File: src/hdl/pss_pkg.sv
`default_nettype none
// ----------------------------------------------------------------------------
// pss_pkg
// Shared types and fixed constants of the plucked-string voice.
// ----------------------------------------------------------------------------
package pss_pkg;

   localparam int CMD_BITS    = 2;
   localparam int FREQ_BITS   = 20;
   localparam int SR_BITS     = 17;
   localparam int FRAC_BITS   = 16;
   localparam int WEIGHT_BITS = FRAC_BITS + 1;

   // quotient of (fs_hz << FREQ_BITS) / freq
   localparam int QUO_BITS    = SR_BITS + FREQ_BITS;
   localparam int DIV_CNT_BITS = $clog2(QUO_BITS + 1);

   localparam logic [SR_BITS-1:0] SR_RESET = SR_BITS'(48000);

   typedef enum logic [CMD_BITS-1:0] {
      CMD_PLUCK = 2'd0,
      CMD_LOAD  = 2'd1,
      CMD_TICK  = 2'd2
   } cmd_type;

   typedef enum logic [2:0] {
      ST_IDLE,
      ST_DIVIDE,
      ST_READ_B,
      ST_MULT,
      ST_WRITE
   } state_type;

   typedef struct packed {
      logic start;
      logic [SR_BITS-1:0] fs_hz;
      logic [FREQ_BITS-1:0] freq;
   } div_req_type;

endpackage
`default_nettype wire

File: src/hdl/pss_divider.sv
`default_nettype none
// ----------------------------------------------------------------------------
// pss_divider
// Bit-serial restoring divider turning sample rate and frequency into the
// clamped loop length and fractional weight.
// ----------------------------------------------------------------------------
module pss_divider #(
   parameter int MAX_DELAY = 2048
) (
   input  wire                                   clock,
   input  wire                                   reset,
   input  wire  pss_pkg::div_req_type            div_req,
   output logic                                  done,
   output logic [$clog2(MAX_DELAY):0]            length,
   output logic [pss_pkg::WEIGHT_BITS-1:0]       weight
);

   localparam int AW = $clog2(MAX_DELAY);
   localparam int LW = AW + 1;
   localparam int QB = pss_pkg::QUO_BITS;
   localparam int FB = pss_pkg::FREQ_BITS;
   localparam int CB = pss_pkg::DIV_CNT_BITS;
   localparam logic [QB-1:0] LIMIT = QB'(MAX_DELAY - 1) << pss_pkg::FRAC_BITS;

   logic            busy_ff, busy_in;
   logic            done_ff, done_in;
   logic [CB-1:0]   cnt_ff, cnt_in;
   logic [FB-1:0]   rem_ff, rem_in;
   logic [FB-1:0]   dvs_ff, dvs_in;
   logic [QB-1:0]   dvd_ff, dvd_in;
   logic [QB-1:0]   quo_ff, quo_in;
   logic [FB:0]     trial;
   logic [FB:0]     diff;
   logic [QB-1:0]   quo_clamp;

   always_comb begin
      busy_in = busy_ff;
      done_in = 1'b0;
      cnt_in  = cnt_ff;
      rem_in  = rem_ff;
      dvs_in  = dvs_ff;
      dvd_in  = dvd_ff;
      quo_in  = quo_ff;
      trial   = {rem_ff, dvd_ff[QB-1]};
      diff    = trial - {1'b0, dvs_ff};
      if (div_req.start) begin
         busy_in = 1'b1;
         cnt_in  = '0;
         rem_in  = '0;
         dvs_in  = div_req.freq;
         dvd_in  = {div_req.fs_hz, {FB{1'b0}}};
         quo_in  = '0;
      end else if (busy_ff) begin
         // zero divisor always subtracts, so the quotient saturates and clamps
         if (trial >= {1'b0, dvs_ff}) begin
            rem_in = diff[FB-1:0];
            quo_in = {quo_ff[QB-2:0], 1'b1};
         end else begin
            rem_in = trial[FB-1:0];
            quo_in = {quo_ff[QB-2:0], 1'b0};
         end
         dvd_in = {dvd_ff[QB-2:0], 1'b0};
         cnt_in = cnt_ff + CB'(1);
         if (cnt_ff == CB'(QB - 1)) begin
            busy_in = 1'b0;
            done_in = 1'b1;
         end
      end
   end

   always_ff @(posedge clock) begin
      if (reset) begin
         busy_ff <= 1'b0;
         done_ff <= 1'b0;
      end else begin
         busy_ff <= busy_in;
         done_ff <= done_in;
      end
      cnt_ff <= cnt_in;
      rem_ff <= rem_in;
      dvs_ff <= dvs_in;
      dvd_ff <= dvd_in;
      quo_ff <= quo_in;
   end

   assign quo_clamp = (quo_ff > LIMIT) ? LIMIT : quo_ff;
   assign done      = done_ff;
   assign length    = {1'b0, quo_clamp[pss_pkg::FRAC_BITS +: AW]} + LW'(1);
   assign weight    = (pss_pkg::WEIGHT_BITS'(1) << pss_pkg::FRAC_BITS)
                      - {1'b0, quo_clamp[pss_pkg::FRAC_BITS-1:0]};

endmodule
`default_nettype wire

File: config.mk
export PLATFORM = sky130hd
export DESIGN_NAME = pss_divider
export DESIGN_NICKNAME = d
export VERILOG_FILES = /design/src/hdl/pss_pkg.sv /design/src/hdl/pss_divider.sv
export SDC_FILE = /design/constraint.sdc
export NUM_CORES = 1
export LEC_CHECK = 0
export BUFFER_PORTS_ARGS = -buffer_cell sky130_fd_sc_hd__buf_2
export CAP_MARGIN = 20
export CORE_ASPECT_RATIO = 0.6
export CORE_MARGIN = 3
export CORE_UTILIZATION = 59
export DETAILED_ROUTE_END_ITERATION = 6
export GPL_ROUTABILITY_DRIVEN = 0
export PLACE_DENSITY = 0.81
export SYNTH_ARGS = -nofsm -noshare
export SYNTH_HDL_FRONTEND = slang
export SYNTH_SLANG_ARGS = --single-unit
File: constraint.sdc
create_clock -name clock -period 3.08 [get_ports clock]
set_clock_uncertainty 0.1 [all_clocks]
set_input_delay 0.308 -clock clock [delete_from_list [all_inputs] [get_ports clock]]
set_output_delay 0.308 -clock clock [all_outputs]
set_load 0.03 [all_outputs]
==> metrics <==
die width approximately 130 µm; fillcell total 679; clock share of power 38.8%; Core Box Area 0.00929 mm²; R2R setup slack about 200 ps; clk_lat worst skew around 350 ps; first-pass GRT wire length 19900 µm; delay-heaviest family, CP simple AND/OR/NAND/NOR gates; clock net sink count 102; hold_ws 28.9 ps; initial antenna violation count 0; CTS clock-pin slew for the worst setup and hold paths 70 ps; cell repeated most along the worst path buf_6; Sw Ratio approximately 24%; Synth Register Bits 102; clk buf depth 2; Main synth FF type dfxtp_1; post-route cell area ~0.0067 mm²; RSZ-0062 raised after global routing yes; fin nets ~720; n_diodes 0; Pre-Repair DR Iteration Count 5; setup ws final -31.0 ps; P_leak about 2.8 nW; failing checks negative setup slack; Mapped Nets 644; Combinational Power Share a little over an eighth; gr usage total approximately 22%; Hold Buf Count CTS 0; placement-stage cell area around 0.0061 mm²; Root Buffer clkbuf_16; H-tree depth 3; CP cell instances nor4_4, and4bb_4, nand4b_4, o21bai_4, and2_4, nand2_4, ha_4, buf_6, o21a_1, o221ai_2, buf_6; Min-Delay Path Class in -> reg; Crit Path Category reg -> out; CTS Buf Count 9; CP max stage cell dfxtp_4; Worst slew margin a little under two fifths; internal power 2.38 mW; Max Cap Viol 0; actual slew at the worst max-slew pin 945 ps; # IOs 70; min cycle time layout between 3000 and 4000 ps; VDD IR max ~0.00031 V; PwrDens around 470 mW/mm²; post-layout util 71.8%; Remaining Overflow, GRT 0; Yosys top cell area share between 20 and 25%; area leader, netlist dfxtp_1; vias in the first global route roughly 4200; Yosys cell types 80; Worst setup startpoint quo_ff[5]$_SDFFE_PP0P_; post-synthesis cell count between 500 and 600; DRC 0; die height 82.1 µm; most common cell in the netlist nor2_1; final period utilization 101%; Crit path required time roughly 2700 ps; Final setup viols 4; sequential share of power between 40 and 50%; Mapped Area ~0.0057 mm²; EDFF count, synth 37; fraction of layout cells with a size suffix above 1 25.8%; largest net degree at the start of global routing 99; largest cells by area after synthesis dfxtp_1 23%, edfxtp_1 19%, mux2i_1 8.8%, nor2_1 6.0%, ha_1 5.3%; Post-Syn Area per Cell roughly 9.8 µm²; setup tns final -99.6 ps; reg2reg start rem_ff[9]$_SDFFE_PP0P_; status finished, violations left; IO Port Bufs 69; Antenna Nets Post-Route 0; vias per inst about 5.7; P&R area growth vs syn 17.0%; Hold Violations, Final 0; vias post-DR around 4500; CP startpoint kind flip-flop; Initial Utilization 61.3%; share of synthesized registers carrying an async set or reset 0%; detailed-route wire length 12500 µm; Die Area between 0.01 and 0.015 mm²; Hold Startpoint reset; Slew Limit Fails 0; post-synthesis sequential area ratio 42.3%; maximum fanout along the worst path 5; DP Wirelength about 8400 µm; Ys Warns 0; row cnt 27; crit end category primary output; wire length per cell roughly 16 µm; NetSw between 0.7 and 0.8 mW; WP buf/inv 2; slowest stage delay, CP around 360 ps; most instantiated cells after synthesis 91 x nor2_1, 65 x dfxtp_1, 50 x mux2i_1; CTS tree done; initial drt markers around 360; fmax around 0.32 GHz; Critical Path AT roughly 2700 ps
==> state kept, by name (all words and copies together), names as in the netlist <==
signal	flops
rem_ff	20
dvd_ff	17
done	1
dvs_ff	20
quo_ff	37
busy_ff	1
cnt_ff	6
==> area by class of cell <==
cell class	instances	area, µm²	share of cell area (%)
Multi-Input combinational cell	419	3050	45.7
Clock inverter	3	23.8	0.356
Tap cell	130	163	2.44
Timing Repair Buffer	91	574	8.61
Sequential cell	102	2430	36.5
Clock buffer	13	314	4.71
Inverter	30	113	1.69
==> metal layers <==
layer / up-vias / routed length, µm / track usage (%)
met1: 2108 / 6090 / 32.0
met3: 20 / 676 / 4.60
met5: - / 0 / 0
li1: 2207 / - / -
met4: 0 / 218 / 6.74
met2: 139 / 5550 / 34.8
==> cells by family (layout without fill, tap and decap cells) <==
family          count (synthesis)  after routing  synth area share, %
xor+xnor                       31             31                 4.76
mux                            67             67                 12.2
simple gates                  192            192                 16.5
compound gates                104            104                 13.1
flops                         102            102                 42.3
fa+ha+maj                      25             25                 5.62
buf+inv                        58            137                 5.44
==> power groups by stage <==
stage	logic, mW	clock network (mW)	registers (mW)
after global routing	0.471	1.30	1.50
after global placement	0.402	0	1.53
final	0.426	1.22	1.50
after detailed placement	0.417	0	1.53
after floorplan	0.329	0	1.51
after CTS	0.422	1.24	1.50
==> metrics by stage <==
stage	std cells	power, mW	setup WS (ps)
floorplan	579	1.84	76.6
global placement	760	1.93	153
detailed placement	760	1.95	28.2
CTS	778	3.16	4.27
global route	788	3.28	-167
finish	788	3.15	-31.0
==> worst paths after layout <==
kind / endpoint / cells after the start
max: weight[6] / 11
max reg2reg: rem_ff[0]$_SDFFE_PP0P_ / 8
min: busy_ff$_SDFF_PP0_ / 2
min reg2reg: rem_ff[14]$_SDFFE_PP0P_ / 2
==> layout by cell type, fill, tap and decap left out, types with 3 or more instances in the layout <==
master	netlist	layout
nor2_1	91	90
buf_2	1	61
dfxtp_1	65	55
mux2i_1	50	50
nand2_1	40	37
edfxtp_1	37	37
inv_1	30	30
ha_1	24	23
buf_4	3	23
o21ai_0	22	21
a21oi_1	21	20
xnor2_1	16	16
mux2_2	16	16
xor2_1	15	15
clkbuf_16	0	12
a211oi_1	9	9
o21a_1	8	8
nand4_1	8	8
nor3_1	6	6
dfxtp_2	0	6
o31ai_1	5	5
nand3_1	5	5
buf_6	5	5
nand2b_1	4	4
and3_1	4	4
nand2_4	1	4
dfxtp_4	0	4
or3_1	3	3
nor4b_1	3	3
o221ai_2	0	3
a21oi_2	2	3
a21o_1	3	3
nor2b_1	3	3
a31o_2	3	3
==> repair_timing <==
| action | CTS | global route |
|---|---|---|
| setup buffers | 2 | 10 |
| setup endpoints to repair | 8 | 9 |
| gates cloned | 0 | 0 |
| gates resized for setup | 18 | 25 |
| pin swaps | 3 | 9 |
Power figures use the tool's default switching activity.
